**src/sv/cle_pkg.sv**
```systemverilog
// Types, codes and sizes shared by the console line editor modules.
package cle_pkg;

  localparam int LINE_BYTES = 64;
  localparam int CNT_W      = $clog2(LINE_BYTES);

  localparam int CMD_W  = 2;
  localparam int BYTE_W = 8;
  localparam int IDX_W  = 6;
  localparam int ACT_W  = 3;
  localparam int LEN_W  = 6;
  localparam int MODE_W = 2;

  // Commands
  localparam logic [CMD_W-1:0] CMD_RECV    = 2'd0;
  localparam logic [CMD_W-1:0] CMD_READ    = 2'd1;
  localparam logic [CMD_W-1:0] CMD_RELEASE = 2'd2;

  // Editor modes
  localparam logic [MODE_W-1:0] MODE_IDLE    = 2'd0;
  localparam logic [MODE_W-1:0] MODE_COLLECT = 2'd1;
  localparam logic [MODE_W-1:0] MODE_READY   = 2'd2;

  // Echo actions
  localparam logic [ACT_W-1:0] ACT_NONE   = 3'd0;
  localparam logic [ACT_W-1:0] ACT_ECHO   = 3'd1;
  localparam logic [ACT_W-1:0] ACT_CRLF   = 3'd2;
  localparam logic [ACT_W-1:0] ACT_ERASE  = 3'd3;
  localparam logic [ACT_W-1:0] ACT_PROMPT = 3'd4;

  // Characters
  localparam logic [BYTE_W-1:0] CH_CR     = 8'h0D;
  localparam logic [BYTE_W-1:0] CH_BS     = 8'h08;
  localparam logic [BYTE_W-1:0] CH_DEL    = 8'h7F;
  localparam logic [BYTE_W-1:0] CH_CTRL_U = 8'h15;
  localparam logic [BYTE_W-1:0] CH_SPACE  = 8'h20;
  localparam logic [BYTE_W-1:0] CH_TILDE  = 8'h7E;

  typedef struct packed {
    logic [ACT_W-1:0]  echo_action;
    logic [BYTE_W-1:0] echo_byte;
    logic [LEN_W-1:0]  erase_count;
    logic              line_ready;
    logic [LEN_W-1:0]  line_length;
    logic [BYTE_W-1:0] read_data;
    logic              dropped;
  } result_t;

endpackage

```
**src/sv/cle_ram.sv**
```systemverilog
// Generic single-write, single-read RAM with registered read data.
module cle_ram #(
  parameter int WIDTH = 8,
  parameter int DEPTH = 64
) (
  input  logic                     clk,
  input  logic                     we,
  input  logic [$clog2(DEPTH)-1:0] waddr,
  input  logic [WIDTH-1:0]         wdata,
  input  logic                     re,
  input  logic [$clog2(DEPTH)-1:0] raddr,
  output logic [WIDTH-1:0]         rdata
);

  logic [WIDTH-1:0] mem [DEPTH];

  // Write port
  always_ff @(posedge clk) begin
    if (we) begin
      mem[waddr] <= wdata;
    end
  end

  // Registered read port; hold data when not enabled
  always_ff @(posedge clk) begin
    if (re) begin
      rdata <= mem[raddr];
    end
  end

endmodule

```
**src/sv/cle_edit.sv**
```systemverilog
// Input register, editor state and per-word line edit decision.
module cle_edit (
  input  logic                        clk,
  input  logic                        rst,
  input  logic                        accept,
  input  logic [cle_pkg::CMD_W-1:0]   command,
  input  logic [cle_pkg::BYTE_W-1:0]  rx_byte,
  input  logic [cle_pkg::IDX_W-1:0]   read_index,
  input  logic                        advance,
  output logic                        s1_valid,
  output cle_pkg::result_t            res
);
  import cle_pkg::*;

  localparam int CMP_W = CNT_W + IDX_W + 1;

  logic [CMD_W-1:0]  s1_cmd;
  logic [BYTE_W-1:0] s1_byte;
  logic [IDX_W-1:0]  s1_idx;

  logic [MODE_W-1:0] mode, mode_next;
  logic [CNT_W-1:0]  stored_count, stored_count_next;

  logic              we;
  logic [BYTE_W-1:0] ram_rdata;
  logic              byp_hit;
  logic [BYTE_W-1:0] byp_data;
  logic [BYTE_W-1:0] line_byte;
  logic              fire;

  assign fire = s1_valid && advance;

  // Input register
  always_ff @(posedge clk) begin
    if (rst) begin
      s1_valid <= 1'b0;
    end else if (accept) begin
      s1_valid <= 1'b1;
    end else if (advance) begin
      s1_valid <= 1'b0;
    end
  end

  always_ff @(posedge clk) begin
    if (accept) begin
      s1_cmd  <= command;
      s1_byte <= rx_byte;
      s1_idx  <= read_index;
    end
  end

  // Line store; read issued as the word enters, write when it leaves
  cle_ram #(
    .WIDTH (BYTE_W),
    .DEPTH (LINE_BYTES)
  ) u_line_store (
    .clk   (clk),
    .we    (we),
    .waddr (stored_count),
    .wdata (s1_byte),
    .re    (accept),
    .raddr (CNT_W'(read_index)),
    .rdata (ram_rdata)
  );

  // Forward a write that lands on the same edge as the read
  always_ff @(posedge clk) begin
    if (accept) begin
      byp_hit  <= we && (stored_count == CNT_W'(read_index));
      byp_data <= s1_byte;
    end
  end

  assign line_byte = byp_hit ? byp_data : ram_rdata;

  // Edit decision for the word in the input register
  always_comb begin
    mode_next         = mode;
    stored_count_next = stored_count;
    we                = 1'b0;
    res               = '0;
    case (s1_cmd)
      CMD_RELEASE: begin
        stored_count_next = '0;
        mode_next         = MODE_COLLECT;
        res.echo_action   = ACT_PROMPT;
      end
      CMD_READ: begin
        if (CMP_W'(s1_idx) < CMP_W'(stored_count) && CMP_W'(s1_idx) < CMP_W'(LINE_BYTES)) begin
          res.read_data = line_byte;
        end
      end
      CMD_RECV: begin
        if (mode != MODE_COLLECT) begin
          res.dropped = 1'b1;
        end else if (s1_byte == CH_CR) begin
          res.echo_action = ACT_CRLF;
          mode_next       = MODE_READY;
        end else if (s1_byte == CH_BS || s1_byte == CH_DEL) begin
          if (stored_count != '0) begin
            stored_count_next = stored_count - CNT_W'(1);
            res.echo_action   = ACT_ERASE;
            res.erase_count   = LEN_W'(1);
          end
        end else if (s1_byte == CH_CTRL_U) begin
          if (stored_count != '0) begin
            stored_count_next = '0;
            res.echo_action   = ACT_ERASE;
            res.erase_count   = LEN_W'(stored_count);
          end
        end else if (s1_byte >= CH_SPACE && s1_byte <= CH_TILDE) begin
          if (stored_count < CNT_W'(LINE_BYTES - 1)) begin
            we                = fire;
            stored_count_next = stored_count + CNT_W'(1);
            res.echo_action   = ACT_ECHO;
            res.echo_byte     = s1_byte;
          end
        end
      end
      default: begin
        // unused command: no operation
      end
    endcase
    res.line_ready  = (mode_next == MODE_READY);
    res.line_length = LEN_W'(stored_count_next);
  end

  // Commit state as the word leaves
  always_ff @(posedge clk) begin
    if (rst) begin
      mode         <= MODE_IDLE;
      stored_count <= '0;
    end else if (fire) begin
      mode         <= mode_next;
      stored_count <= stored_count_next;
    end
  end

endmodule

```
**src/sv/console_line_editor.sv**
```systemverilog
// Top level of the serial console line editor.
//
// Input channel: in_valid/in_ready carry one command word (command, rx_byte,
// read_index). Output channel: out_valid/out_ready carry one result word per
// command (echo_action, echo_byte, erase_count, line_ready, line_length,
// read_data, dropped).
// A result passes the input register, then the output register; while the
// receiver stalls, the word waits in the input register until the output
// register is free.
// Throughput: one command per cycle unless the receiver stalls; the edit
// state and the 64-byte line store (one write and one registered read per
// cycle) are updated as each word passes the input register.
// Reset clears both pipeline registers, empties the line and puts the editor
// in idle mode, where received bytes are dropped until a release command.
// When the receiver stalls, the output word holds and the input register
// keeps its word; a new word is still taken while the input register is
// empty or moving on.
module console_line_editor (
  input  logic                        clk,
  input  logic                        rst,
  input  logic                        in_valid,
  output logic                        in_ready,
  input  logic [cle_pkg::CMD_W-1:0]   command,
  input  logic [cle_pkg::BYTE_W-1:0]  rx_byte,
  input  logic [cle_pkg::IDX_W-1:0]   read_index,
  output logic                        out_valid,
  input  logic                        out_ready,
  output logic [cle_pkg::ACT_W-1:0]   echo_action,
  output logic [cle_pkg::BYTE_W-1:0]  echo_byte,
  output logic [cle_pkg::LEN_W-1:0]   erase_count,
  output logic                        line_ready,
  output logic [cle_pkg::LEN_W-1:0]   line_length,
  output logic [cle_pkg::BYTE_W-1:0]  read_data,
  output logic                        dropped
);
  import cle_pkg::*;

  logic    s1_valid;
  logic    advance;
  logic    accept;
  result_t res;
  result_t out_res;

  assign advance  = !out_valid || out_ready;
  assign in_ready = !s1_valid || advance;
  assign accept   = in_valid && in_ready;

  cle_edit u_edit (
    .clk        (clk),
    .rst        (rst),
    .accept     (accept),
    .command    (command),
    .rx_byte    (rx_byte),
    .read_index (read_index),
    .advance    (advance),
    .s1_valid   (s1_valid),
    .res        (res)
  );

  // Output register
  always_ff @(posedge clk) begin
    if (rst) begin
      out_valid <= 1'b0;
    end else if (advance) begin
      out_valid <= s1_valid;
    end
  end

  always_ff @(posedge clk) begin
    if (advance && s1_valid) begin
      out_res <= res;
    end
  end

  assign echo_action = out_res.echo_action;
  assign echo_byte   = out_res.echo_byte;
  assign erase_count = out_res.erase_count;
  assign line_ready  = out_res.line_ready;
  assign line_length = out_res.line_length;
  assign read_data   = out_res.read_data;
  assign dropped     = out_res.dropped;

endmodule

```
**config.mk**
```make
export PLATFORM = sky130hd
export DESIGN_NAME = console_line_editor
export DESIGN_NICKNAME = d
export VERILOG_FILES = /design/src/sv/cle_pkg.sv /design/src/sv/cle_ram.sv /design/src/sv/cle_edit.sv /design/src/sv/console_line_editor.sv
export SDC_FILE = /design/constraint.sdc
export NUM_CORES = 1
export LEC_CHECK = 0
export ABC_AREA = 1
export BUFFER_PORTS_ARGS = -buffer_cell sky130_fd_sc_hd__buf_2
export CAP_MARGIN = 20
export CORE_MARGIN = 2
export CORE_UTILIZATION = 50
export CTS_CLUSTER_DIAMETER = 50
export DETAILED_ROUTE_END_ITERATION = 12
export HOLD_SLACK_MARGIN = 0.15
export PLACE_DENSITY = 0.67
export SYNTH_ARGS = -nofsm -noshare
export SYNTH_HDL_FRONTEND = slang
export SYNTH_SLANG_ARGS = --single-unit
```
**constraint.sdc**
```tcl
create_clock -name clk -period 6.3 [get_ports clk]
set_input_delay 1.575 -clock clk [delete_from_list [all_inputs] [get_ports clk]]
set_output_delay 1.575 -clock clk [all_outputs]
set_load 0.01 [all_outputs]
```
==> results of run 1 <==
per-stage QoR:
step / instances / util (%) / power [mW]
floorplan: 1979 / - / 4.77
global placement: 2554 / 52.1 / 4.95
detailed placement: 2554 / 52.1 / 4.96
CTS: 2661 / 55.9 / 8.27
global route: 2661 / 55.9 / 8.46
finish: 2661 / 55.9 / 8.25
routing by layer:
metal	vias to the layer above	routed length, um
met5	-	13
met4	2	3240
met3	139	4780
met2	761	29400
met1	7828	25100
li1	7199	-
power groups by stage:
stage                     clock network (mW)  registers, mW  logic, mW
after floorplan                            0           4.45      0.312
after global routing                    3.53           4.36      0.570
after CTS                               3.39           4.36      0.520
after global placement                     0           4.44      0.511
final                                   3.37           4.36      0.524
after detailed placement                   0           4.44      0.518
cells by family (layout without fill, tap and decap cells):
family                   Yosys count  after routing
flip-flops                       588            588
AO/OA/AOI/OAI                    502            502
AND/OR/NAND/NOR                  693            693
other                              1              1
buffers and inverters            176            243
multiplexers                       8              8
adder cells (fa/ha/maj)            9              9
XOR/XNOR                           2              2
worst reg2reg max path: cells and delay by family, from the launching register on:
family / cells / cell delay, ns
AND/OR/NAND/NOR: 10 / 2.39
flip-flops: 1 / 0.38
buffers and inverters: 2 / 0.43
area by class of cell:
cell class              count  area share [%]
clock buffers              67            5.66
clock inverters            40            1.23
inverters                  57           0.827
multi-input cells        1215            21.6
flip-flops and latches    588            65.9
well taps                 615            2.89
repair buffers             79            1.89
how the worst min path moves through the flow:
stage	to	slack, ns	cells after the start
floorplan	u_edit.mode[0]	0.48	2
global placement	out_valid	0.48	2
detailed placement	u_edit.mode[0]	0.50	2
CTS	u_edit.mode[0]	0.51	2
global route	out_valid	0.54	2
finish	u_edit.mode[0]	0.51	2
flip-flops by register name, summed over array words and instances (netlist names), 2 cells and up:
register                   cells
u_edit.s1_idx                  6
u_edit.mode                    2
line_length                    6
erase_count                    6
echo_action                    3
u_edit.stored_count            6
echo_byte                      8
u_edit.u_line_store.mem      512
read_data                      8
u_edit.s1_byte                 8
u_edit.u_line_store.rdata      8
u_edit.s1_cmd                  2
u_edit.byp_data                8
layout by cell type, fill, tap and decap left out, types with 37 or more instances in the layout:
cell type                   netlist  routed
sky130_fd_sc_hd__nor2_1         385     385
sky130_fd_sc_hd__inv_1           40      40
sky130_fd_sc_hd__o22ai_1        128     128
sky130_fd_sc_hd__buf_2           43      52
sky130_fd_sc_hd__o21ai_0        204     204
sky130_fd_sc_hd__edfxtp_1       578     578
sky130_fd_sc_hd__nand3_1         38      38
sky130_fd_sc_hd__a21oi_1         37      37
sky130_fd_sc_hd__clkbuf_16        0      59
sky130_fd_sc_hd__o21ai_1        127     127
sky130_fd_sc_hd__nand2_1        231     231
==> qor.json, run 1 <==
{
  "timing": {
    "worst_slew_pin_slew_ns": 1.04,
    "timing.final.hold_violations": 0,
    "final.setup.worst_slack_ns": 2.48,
    "timing.final.crit_share_pct": 60.7,
    "hold-worst-slack_ns": 0.512,
    "timing.slew.headroom_pct": 30.3,
    "min_tclk_post_route_ns": 3.82,
    "maxClockFrequency_ghz": 0.262,
    "fin_setup_tns_ns": 0,
    "timing_max_transition_violations_final": 0,
    "setup_repair_after_global_routing_missed_its_margin": "false",
    "worst_clock_skew_ns": 0.0199,
    "setup-violations-final": 0
  },
  "setup_path": {
    "criticalPathCategory": "in2reg",
    "critical-path-top-delay-family": "buffers and inverters",
    "crit_end": "u_edit.u_line_store.rdata[6]",
    "critical_path.reg2reg.startpoint": "u_edit.s1_byte[2]",
    "cpMaxStageDelayCell": "sky130_fd_sc_hd__clkinv_2",
    "critical_path_required_ns": 6.68,
    "critPathCaptureType": "flop",
    "ff2ff_setup_slack_ns": 2.72,
    "worst-endpoint-arrival_ns": 4.20,
    "timing.critical_path.fanout_max": 65,
    "crit_path_start_kind": "input pin",
    "critPathLaunch": "read_index[1]",
    "timing.reg2reg.worst_path_depth": 12,
    "critical_path_depth": 9,
    "r2r-end": "u_edit.u_line_store.mem[59][5]",
    "cp_cell_sequence": "buf_4 > clkinv_2 > buf_12 > o21ai_0 > o22ai_1 > o21ai_0 > o21ai_1 > nand3_1 > nand2_1",
    "crit_path_frequent_cell": "sky130_fd_sc_hd__o21ai_0",
    "critPathMaxStageDelay_ns": 0.69,
    "worstPathBufferInverterCount": 3
  },
  "cts": {
    "ctsLongestPathBuffers": 3,
    "clkTransAtPathRegs_ns": 0.06,
    "clock_tree_from_tritoncts": "done",
    "clock_insertion_delay_worst_skew_ns": 0.63,
    "cts_made_buffers": 59,
    "tritoncts_num_sinks": 588,
    "post_cts.resized_instances": 0,
    "htree_levels": 2,
    "root_buffer": "sky130_fd_sc_hd__clkbuf_16",
    "post_cts.repair.setup_buffers": 0,
    "cts_hold_repair.buffers": 0
  },
  "synthesis": {
    "post_synth_main_area_contributors": "sky130_fd_sc_hd__edfxtp_1 (72%), sky130_fd_sc_hd__nor2_1 (6.0%), sky130_fd_sc_hd__o21ai_0 (4.2%)",
    "synth_most_common_cell": "sky130_fd_sc_hd__edfxtp_1",
    "postSynthCellCount": 1979,
    "post_synth_fa_ha_maj_area_fraction_pct": 0.468,
    "top_area_cell_type_share_of_the_netlist_area_pct": 72.2,
    "synthesis.area_sq_um": 24100,
    "synthDistinctLibCells": 40,
    "synth_seq_area_share_pct": 73.0,
    "post_synth_xor_area_fraction_pct": 0.0728,
    "synth_nets": 2008,
    "post-synth-top-area-cell": "sky130_fd_sc_hd__edfxtp_1",
    "yosysWarnings": 0,
    "synth_ff_type": "sky130_fd_sc_hd__edfxtp_1",
    "combinational_family_with_the_most_area_after_synthesis": "simple AND/OR/NAND/NOR gates",
    "post_synth_mux_area_share_pct": 0.333,
    "basic_gate_share_of_the_synthesized_area_counting_and_or_nand_and_nor_cells_pct": 11.8,
    "synth_compound_gate_area_share_pct": 11.2,
    "async_flop_share_pct": 0,
    "synth_seq_cells": 588,
    "synth_commonest_cells": "sky130_fd_sc_hd__edfxtp_1 (578), sky130_fd_sc_hd__nor2_1 (385), sky130_fd_sc_hd__nand2_1 (231)",
    "avgSynthCellArea_sq_um": 12.2,
    "synth-edff-count": 578
  },
  "die": {
    "num_rows": 80,
    "die_area_sq_um": 49900,
    "die-height_um": 223,
    "die_width_um": 223,
    "initial_core_util_pct": 50.5,
    "core_area_sq_um": 47600,
    "num_io_pins": 55
  },
  "pwr": {
    "clock_power_share_pct": 40.8,
    "switching_share_pct": 22.7,
    "ir_worst_vdd_uv": 210,
    "power_leakage_nw": 9.02,
    "sequentialPowerShare_pct": 52.9,
    "sw_power_mw": 1.88,
    "cell_internal_power_mw": 6.38,
    "power.combinational.fraction_pct": 6.3,
    "power.density_nw_per_um2": 310
  },
  "global_routing": {
    "global_route.usage.met3_pct": 3.57,
    "globalRouteMet1Util_pct": 33.1,
    "grt_pass1_wl_um": 93300,
    "grt_busiest_layer": "met2",
    "grt_start_max_net_pins": 143,
    "global_route.usage.total_pct": 24.9,
    "grt_antenna_before_repair": 1,
    "global_route.usage.met2_pct": 40.1,
    "via_count_of_the_first_global_routing_pass": 15100,
    "overflow": 0
  },
  "route": {
    "drt_first_iter_violations": 1809,
    "drc_errors": 0,
    "viasPerCell": 5.99,
    "post_route_ant_nets": 0,
    "postRouteWirelength_um": 62500,
    "firstDrtPassIters": 7,
    "vias_post_dr": 15900,
    "avgRoutedWirePerCell_um": 23.5
  },
  "hold_path": {
    "class_of_the_most_critical_hold_timing_path": "reg2reg",
    "timing.hold.worst.start": "u_edit.mode[0]"
  },
  "flow_run": {
    "maxCapViolations": 0
  },
  "layout": {
    "seqCellArea_sq_um": 17600,
    "n_fill_cell": 3899,
    "antenna_cells_inserted": 0,
    "finalNetCount": 2029,
    "final_design_area_no_fill_sq_um": 26600,
    "drive_above_1_share_pct": 9.82,
    "multi_input_area_sq_um": 5750,
    "synthToLayoutAreaGrowth_pct": 10.7
  },
  "place": {
    "dp_hpwl_um": 36600,
    "placement.setup.worst_slack_ns": 1.93,
    "post_dp_cell_area_sq_um": 24800,
    "place.port_buffers": 54,
    "gp_congestion": 0.918
  },
  "status": {
    "outcome": "finished, final reports clean"
  }
}
(Power assumes the default switching activity.)
==> inputs of run 2 (changes only) <==
- ABC_AREA: 1 -> 0
- PLACE_DENSITY: 0.67 -> 0.7
- clock period: 6.3 -> 3.2 ns (I/O delays scaled with it)
==> run 2 against run 1 <==
- flip-flop and latch count did not move
- cell area up 0.56%
- non-clock buffer count increased by 107
- clock-buffer cell count grew 9
- area after synthesis shrank 4.3%
- critical endpoint is now u_edit.u_line_store.mem[17][6]
==> qor.json, run 2 <==
{
  "status": {
    "outcome": "finished, final reports clean"
  },
  "synthesis": {
    "top_area_cell_type_share_of_the_netlist_area_pct": 75.4,
    "post-synth-top-area-cell": "sky130_fd_sc_hd__edfxtp_1",
    "basic_gate_share_of_the_synthesized_area_counting_and_or_nand_and_nor_cells_pct": 4.24,
    "synthesis.area_sq_um": 23000,
    "post_synth_main_area_contributors": "sky130_fd_sc_hd__edfxtp_1 (75%), sky130_fd_sc_hd__mux4_2 (13%), sky130_fd_sc_hd__nor2_1 (1.6%)",
    "synth-edff-count": 578,
    "post_synth_fa_ha_maj_area_fraction_pct": 0.489,
    "synth_commonest_cells": "sky130_fd_sc_hd__edfxtp_1 (578), sky130_fd_sc_hd__mux4_2 (128), sky130_fd_sc_hd__nor2_1 (96)",
    "postSynthCellCount": 1161,
    "post_synth_xor_area_fraction_pct": 0.343,
    "yosysWarnings": 0,
    "combinational_family_with_the_most_area_after_synthesis": "multiplexers",
    "async_flop_share_pct": 0,
    "synth_seq_area_share_pct": 76.3,
    "synth_ff_type": "sky130_fd_sc_hd__edfxtp_1",
    "synth_most_common_cell": "sky130_fd_sc_hd__edfxtp_1",
    "synth_seq_cells": 588,
    "synth_nets": 1190,
    "synth_compound_gate_area_share_pct": 4.49,
    "synthDistinctLibCells": 59,
    "post_synth_mux_area_share_pct": 13.0,
    "avgSynthCellArea_sq_um": 19.8
  },
  "setup_path": {
    "critPathCaptureType": "flop",
    "crit_path_start_kind": "flop",
    "criticalPathCategory": "reg2reg",
    "critical_path_required_ns": 3.51,
    "timing.critical_path.fanout_max": 8,
    "ff2ff_setup_slack_ns": 0.30,
    "worst-endpoint-arrival_ns": 3.22
  },
  "cts": {
    "root_buffer": "sky130_fd_sc_hd__clkbuf_16",
    "post_cts.resized_instances": 0,
    "clock_tree_from_tritoncts": "done",
    "clock_insertion_delay_worst_skew_ns": 0.62,
    "cts_made_buffers": 59,
    "clkTransAtPathRegs_ns": 0.06,
    "cts_hold_repair.buffers": 0,
    "htree_levels": 2,
    "post_cts.repair.setup_buffers": 0,
    "tritoncts_num_sinks": 588,
    "ctsLongestPathBuffers": 3
  },
  "route": {
    "drc_errors": 0,
    "drt_first_iter_violations": 1592,
    "viasPerCell": 6.22,
    "post_route_ant_nets": 0,
    "postRouteWirelength_um": 52900,
    "vias_post_dr": 12400,
    "firstDrtPassIters": 6,
    "avgRoutedWirePerCell_um": 26.5
  },
  "layout": {
    "most-common-layout-cells": "sky130_fd_sc_hd__edfxtp_1 (578), sky130_fd_sc_hd__mux4_2 (128), sky130_fd_sc_hd__buf_4 (124), sky130_fd_sc_hd__nor2_1 (95), sky130_fd_sc_hd__clkbuf_16 (60)",
    "max_flop_register": "u_edit.u_line_store.mem",
    "largest_register_ffs": 512,
    "n_fill_cell": 3205,
    "drive_above_1_share_pct": 29.1,
    "seqCellArea_sq_um": 17600,
    "antenna_cells_inserted": 0,
    "utilization_pct": 59.0,
    "finalNetCount": 1377,
    "synthToLayoutAreaGrowth_pct": 16.4,
    "multi_input_area_sq_um": 5200,
    "mostFrequentLayoutCell": "sky130_fd_sc_hd__edfxtp_1"
  },
  "pwr": {
    "ir_worst_vdd_uv": 417,
    "power.density_nw_per_um2": 594,
    "power_mw": 15.9,
    "power_leakage_nw": 8.74
  },
  "global_routing": {
    "grt_start_max_net_pins": 61,
    "via_count_of_the_first_global_routing_pass": 12400,
    "grt_antenna_before_repair": 0,
    "overflow": 0,
    "grt_pass1_wl_um": 79100,
    "global_route.usage.total_pct": 22.6
  },
  "place": {
    "gp_congestion": 0.927,
    "place.port_buffers": 54,
    "dp_hpwl_um": 33200
  },
  "die": {
    "die_area_sq_um": 47800,
    "core_area_sq_um": 45400,
    "die_width_um": 219,
    "num_io_pins": 55,
    "initial_core_util_pct": 50.7,
    "num_rows": 78,
    "die-height_um": 219
  },
  "timing": {
    "timing.slew.headroom_pct": 27.3,
    "min_tclk_post_route_ns": 2.90,
    "worst_slew_pin_slew_ns": 1.09,
    "timing_max_transition_violations_final": 0,
    "timing.final.hold_violations": 0,
    "setup_repair_after_global_routing_missed_its_margin": "false",
    "timing.final.crit_share_pct": 90.7,
    "setup-violations-final": 0,
    "worst_clock_skew_ns": 0.0197,
    "maxClockFrequency_ghz": 0.345
  },
  "flow_run": {
    "maxCapViolations": 0
  },
  "hold_path": {
    "class_of_the_most_critical_hold_timing_path": "in2reg"
  }
}
-- run 2: cell types whose count changed in the layout (fill, tap and decap cells not counted), sizes merged, moves of 42 or more --
cell | before | now
o21ai | 331 | 12
nor2 | 394 | 96
nand2 | 239 | 43
mux4 | 0 | 128
o22ai | 128 | 1
buf | 79 | 185
inv | 55 | 13
-- run 2: cells by family after synthesis --
kind of cell	Yosys count
XOR/XNOR	9
AND/OR/NAND/NOR	211
flip-flops	588
other	1
adder cells (fa/ha/maj)	9
AO/OA/AOI/OAI	134
multiplexers	138
buffers and inverters	71
-- run 2: power breakdown --
group / switching, mW / internal [mW]
logic: 0.470 / 0.291
clock network: 2.83 / 3.77
registers: 0.0260 / 8.51
-- run 2: cell type report --
| cell class | count | area share (%) |
|---|---|---|
| clock inverter | 34 | 1.09 |
| inverter | 11 | 0.154 |
| timing repair buffer | 186 | 5.17 |
| clock buffer | 76 | 5.83 |
| multi-input combinational | 502 | 19.4 |
| sequential | 588 | 65.5 |
| tap | 600 | 2.80 |
-- run 2: final timing paths --
path                            depth (start not counted)              from                              to
worst max-delay path                                    7  u_edit.s1_cmd[1]  u_edit.u_line_store.mem[17][6]
worst min-delay path                                    1        rx_byte[1]               u_edit.s1_byte[1]
worst max register to register                          7  u_edit.s1_cmd[1]  u_edit.u_line_store.mem[17][6]
worst min register to register                          2    u_edit.mode[0]                  u_edit.mode[0]
-- run 2: stage by stage --
step	worst slack, ns	area (sq um)	hold WS, ns	cells	setup TNS, ns
5_1_grt	0.0978	26800	0.349	1997	0
2_1_floorplan	-0.0706	23000	0.478	1161	-11.73
3_3_place_gp	0.0927	24900	0.498	1887	0
4_1_cts	0.327	26800	0.341	1997	0
3_5_place_dp	0.0676	24900	0.513	1887	0
6_report	0.298	26800	0.365	1997	0
-- run 2: critical path, cell delays in order, from the launching register on --
cell and delay, ns:
sky130_fd_sc_hd__edfxtp_1 0.38, sky130_fd_sc_hd__or4b_1 0.60, sky130_fd_sc_hd__nor4_1 0.39, sky130_fd_sc_hd__and3_1 0.30, sky130_fd_sc_hd__nand2_1 0.32, sky130_fd_sc_hd__buf_4 0.29, sky130_fd_sc_hd__nor2_1 0.11, sky130_fd_sc_hd__buf_4 0.21
-- run 2: per-layer routing --
layer | routed length (um) | GRT usage (%) | up-vias
met5 | 0 | 0 | -
met1 | 21200 | 31.9 | 6422
met3 | 4610 | 3.70 | 114
met4 | 1580 | 7.64 | 0
met2 | 25400 | 36.2 | 704
li1 | - | - | 5191
==> inputs of run 3 (changes only) <==
- CORE_UTILIZATION: 50 -> 56
- PLACE_DENSITY: 0.7 -> 0.76
- clock period: 3.2 -> 2.6 ns (I/O delays scaled with it)
==> run 3 against run 2 <==
- global-route usage is 3.0 points higher
- sequential share of layout area is 2.4 points lower
- maximum frequency is 13% higher
- flip-flop and latch count stayed put
- die area is 11% lower
- worst hold slack worse by 0.15 ns
- clock skew is 0.0021 ns higher
- utilization is 9.2 points higher
==> qor.json, run 3 (synthesized netlist as in run 2, its figures left out) <==
{
  "die": {
    "die-height_um": 207,
    "initial_core_util_pct": 56.5,
    "die_width_um": 207,
    "num_rows": 74,
    "num_io_pins": 55,
    "die_area_sq_um": 42700,
    "core_area_sq_um": 40700
  },
  "layout": {
    "synthToLayoutAreaGrowth_pct": 20.8,
    "mostFrequentLayoutCell": "sky130_fd_sc_hd__edfxtp_1",
    "antenna_cells_inserted": 0,
    "max_flop_register": "u_edit.u_line_store.mem",
    "finalNetCount": 1386,
    "final_design_area_no_fill_sq_um": 27800,
    "most-common-layout-cells": "sky130_fd_sc_hd__edfxtp_1 (578), sky130_fd_sc_hd__mux4_2 (128), sky130_fd_sc_hd__buf_4 (109), sky130_fd_sc_hd__nor2_4 (64), sky130_fd_sc_hd__clkbuf_16 (59)",
    "drive_above_1_share_pct": 35.4,
    "largest_register_ffs": 512
  },
  "global_routing": {
    "overflow": 0,
    "via_count_of_the_first_global_routing_pass": 12500,
    "grt_pass1_wl_um": 79200,
    "global_route.usage.total_pct": 25.6,
    "grt_antenna_before_repair": 0,
    "grt_start_max_net_pins": 51
  },
  "place": {
    "gp_congestion": 0.986,
    "dp_hpwl_um": 33500,
    "placement.setup.worst_slack_ns": -0.388,
    "post_dp_cell_area_sq_um": 25700,
    "place.port_buffers": 54
  },
  "route": {
    "postRouteWirelength_um": 52900,
    "met1Wirelength_um": 20400,
    "drc_errors": 0,
    "drt_first_iter_violations": 1378,
    "post_route_ant_nets": 0,
    "met3_wirelength_um": 4570,
    "firstDrtPassIters": 5,
    "avgRoutedWirePerCell_um": 27.3,
    "met2_wirelength_um": 26300,
    "highest_metal_used": "met4",
    "vias_post_dr": 12300,
    "viasPerCell": 6.36
  },
  "timing": {
    "timing.final.crit_share_pct": 98.5,
    "setup_repair_after_global_routing_missed_its_margin": "true",
    "setup-violations-final": 0,
    "timing.final.hold_violations": 0,
    "hold-worst-slack_ns": 0.211,
    "maxClockFrequency_ghz": 0.390,
    "worst_slew_pin_slew_ns": 1.06,
    "timing_max_transition_violations_final": 0,
    "timing.slew.headroom_pct": 28.8,
    "final.setup.worst_slack_ns": 0.0379,
    "min_tclk_post_route_ns": 2.56,
    "worst_clock_skew_ns": 0.0218
  },
  "setup_path": {
    "ff2ff_setup_slack_ns": 0.04,
    "critical_path_required_ns": 2.87,
    "crit_end": "u_edit.u_line_store.mem[45][0]",
    "criticalPathCategory": "reg2reg",
    "critical_path.reg2reg.startpoint": "u_edit.s1_byte[5]",
    "critPathCaptureType": "flop",
    "worst-endpoint-arrival_ns": 2.83,
    "timing.critical_path.fanout_max": 8,
    "critPathLaunch": "u_edit.s1_byte[5]",
    "r2r-end": "u_edit.u_line_store.mem[45][0]",
    "crit_path_start_kind": "flop",
    "timing.reg2reg.worst_path_depth": 8
  },
  "cts": {
    "cts_made_buffers": 57,
    "tritoncts_num_sinks": 588,
    "htree_levels": 2,
    "cts_hold_repair.buffers": 0,
    "ctsLongestPathBuffers": 3,
    "clkTransAtPathRegs_ns": 0.07,
    "clock_insertion_delay_worst_skew_ns": 0.61,
    "root_buffer": "sky130_fd_sc_hd__clkbuf_16",
    "clock_tree_from_tritoncts": "done"
  },
  "pwr": {
    "power.density_nw_per_um2": 719,
    "ir_worst_vdd_uv": 442,
    "power_leakage_nw": 8.93
  },
  "flow_run": {
    "maxCapViolations": 0
  },
  "status": {
    "outcome": "finished, final reports clean"
  },
  "hold_path": {
    "class_of_the_most_critical_hold_timing_path": "in2reg",
    "timing.hold.worst.start": "rx_byte[4]"
  }
}
-- run 3: cell count changes in the layout (fill, tap and decap cells not counted), moves of 4 or more --
cell,before,now
sky130_fd_sc_hd__bufinv_16,4,8
sky130_fd_sc_hd__nor2_1,95,31
sky130_fd_sc_hd__nand2_1,43,37
sky130_fd_sc_hd__buf_12,9,33
sky130_fd_sc_hd__nor2_4,0,64
sky130_fd_sc_hd__nand2_8,0,4
sky130_fd_sc_hd__clkbuf_1,16,7
sky130_fd_sc_hd__buf_4,124,109
sky130_fd_sc_hd__clkinv_1,13,18
-- run 3: critical path: stages, from the launching register on --
cell and delay [ns]:
sky130_fd_sc_hd__edfxtp_1 0.41, sky130_fd_sc_hd__buf_4 0.14, sky130_fd_sc_hd__buf_4 0.15, sky130_fd_sc_hd__o21bai_1 0.17, sky130_fd_sc_hd__nor4_4 0.40, sky130_fd_sc_hd__buf_6 0.16
sky130_fd_sc_hd__and3_4 0.28, sky130_fd_sc_hd__nand2_8 0.17, sky130_fd_sc_hd__nor2_4 0.31
-- run 3: cell type report --
class	count	area, sq um
clock buffer	67	1520
clock inverter	40	413
fill	2469	12900
inverter	11	41.3
multi-input combinational	502	5820
sequential	588	17600
tap	532	666
timing repair buffer	197	1780
-- run 3: how the worst min path moves through the flow --
| stage | to | slack (ns) | cells past startpoint |
|---|---|---|---|
| floorplan | u_edit.mode[0] | 0.48 | 2 |
| global placement | out_valid | 0.50 | 2 |
| detailed placement | out_valid | 0.54 | 2 |
| CTS | u_edit.s1_byte[4] | 0.19 | 1 |
| global route | u_edit.s1_byte[5] | 0.20 | 1 |
| finish | u_edit.s1_byte[4] | 0.21 | 1 |
-- run 3: where the power goes --
group          leakage [nW]  total (mW)  internal [mW]  switching (mW)
Combinational          2.67        1.04          0.421           0.614
Sequential             5.32        10.5           10.5          0.0320
Clock                 0.938        8.45           4.96            3.48
Total                  8.93        20.0           15.9            4.13
-- run 3: repair_timing --
item | in CTS | in global routing
pin swaps | 8 | 0
endpoints found under the setup margin | 482 | 258
resized for setup | 5 | 7
setup buffers | 5 | 2
-- run 3: layer usage --
metal	track usage, %	vias up
li1	-	5231
met1	34.4	6314
met2	42.3	673
met3	5.20	100
met4	8.89	0
met5	0	-
-- run 3: per-stage QoR --
step | cells | power [mW] | utilization (%) | TNS [ns]
6_report | 1937 | 20.0 | 68.2 | 0
5_1_grt | 1937 | 20.5 | 68.2 | -0.0837
4_1_cts | 1934 | 20.1 | 68.1 | 0
3_5_place_dp | 1822 | 11.7 | 63.1 | -43.49
3_3_place_gp | 1822 | 11.7 | 63.1 | -58.93
2_1_floorplan | 1161 | 11.3 | - | -224.41
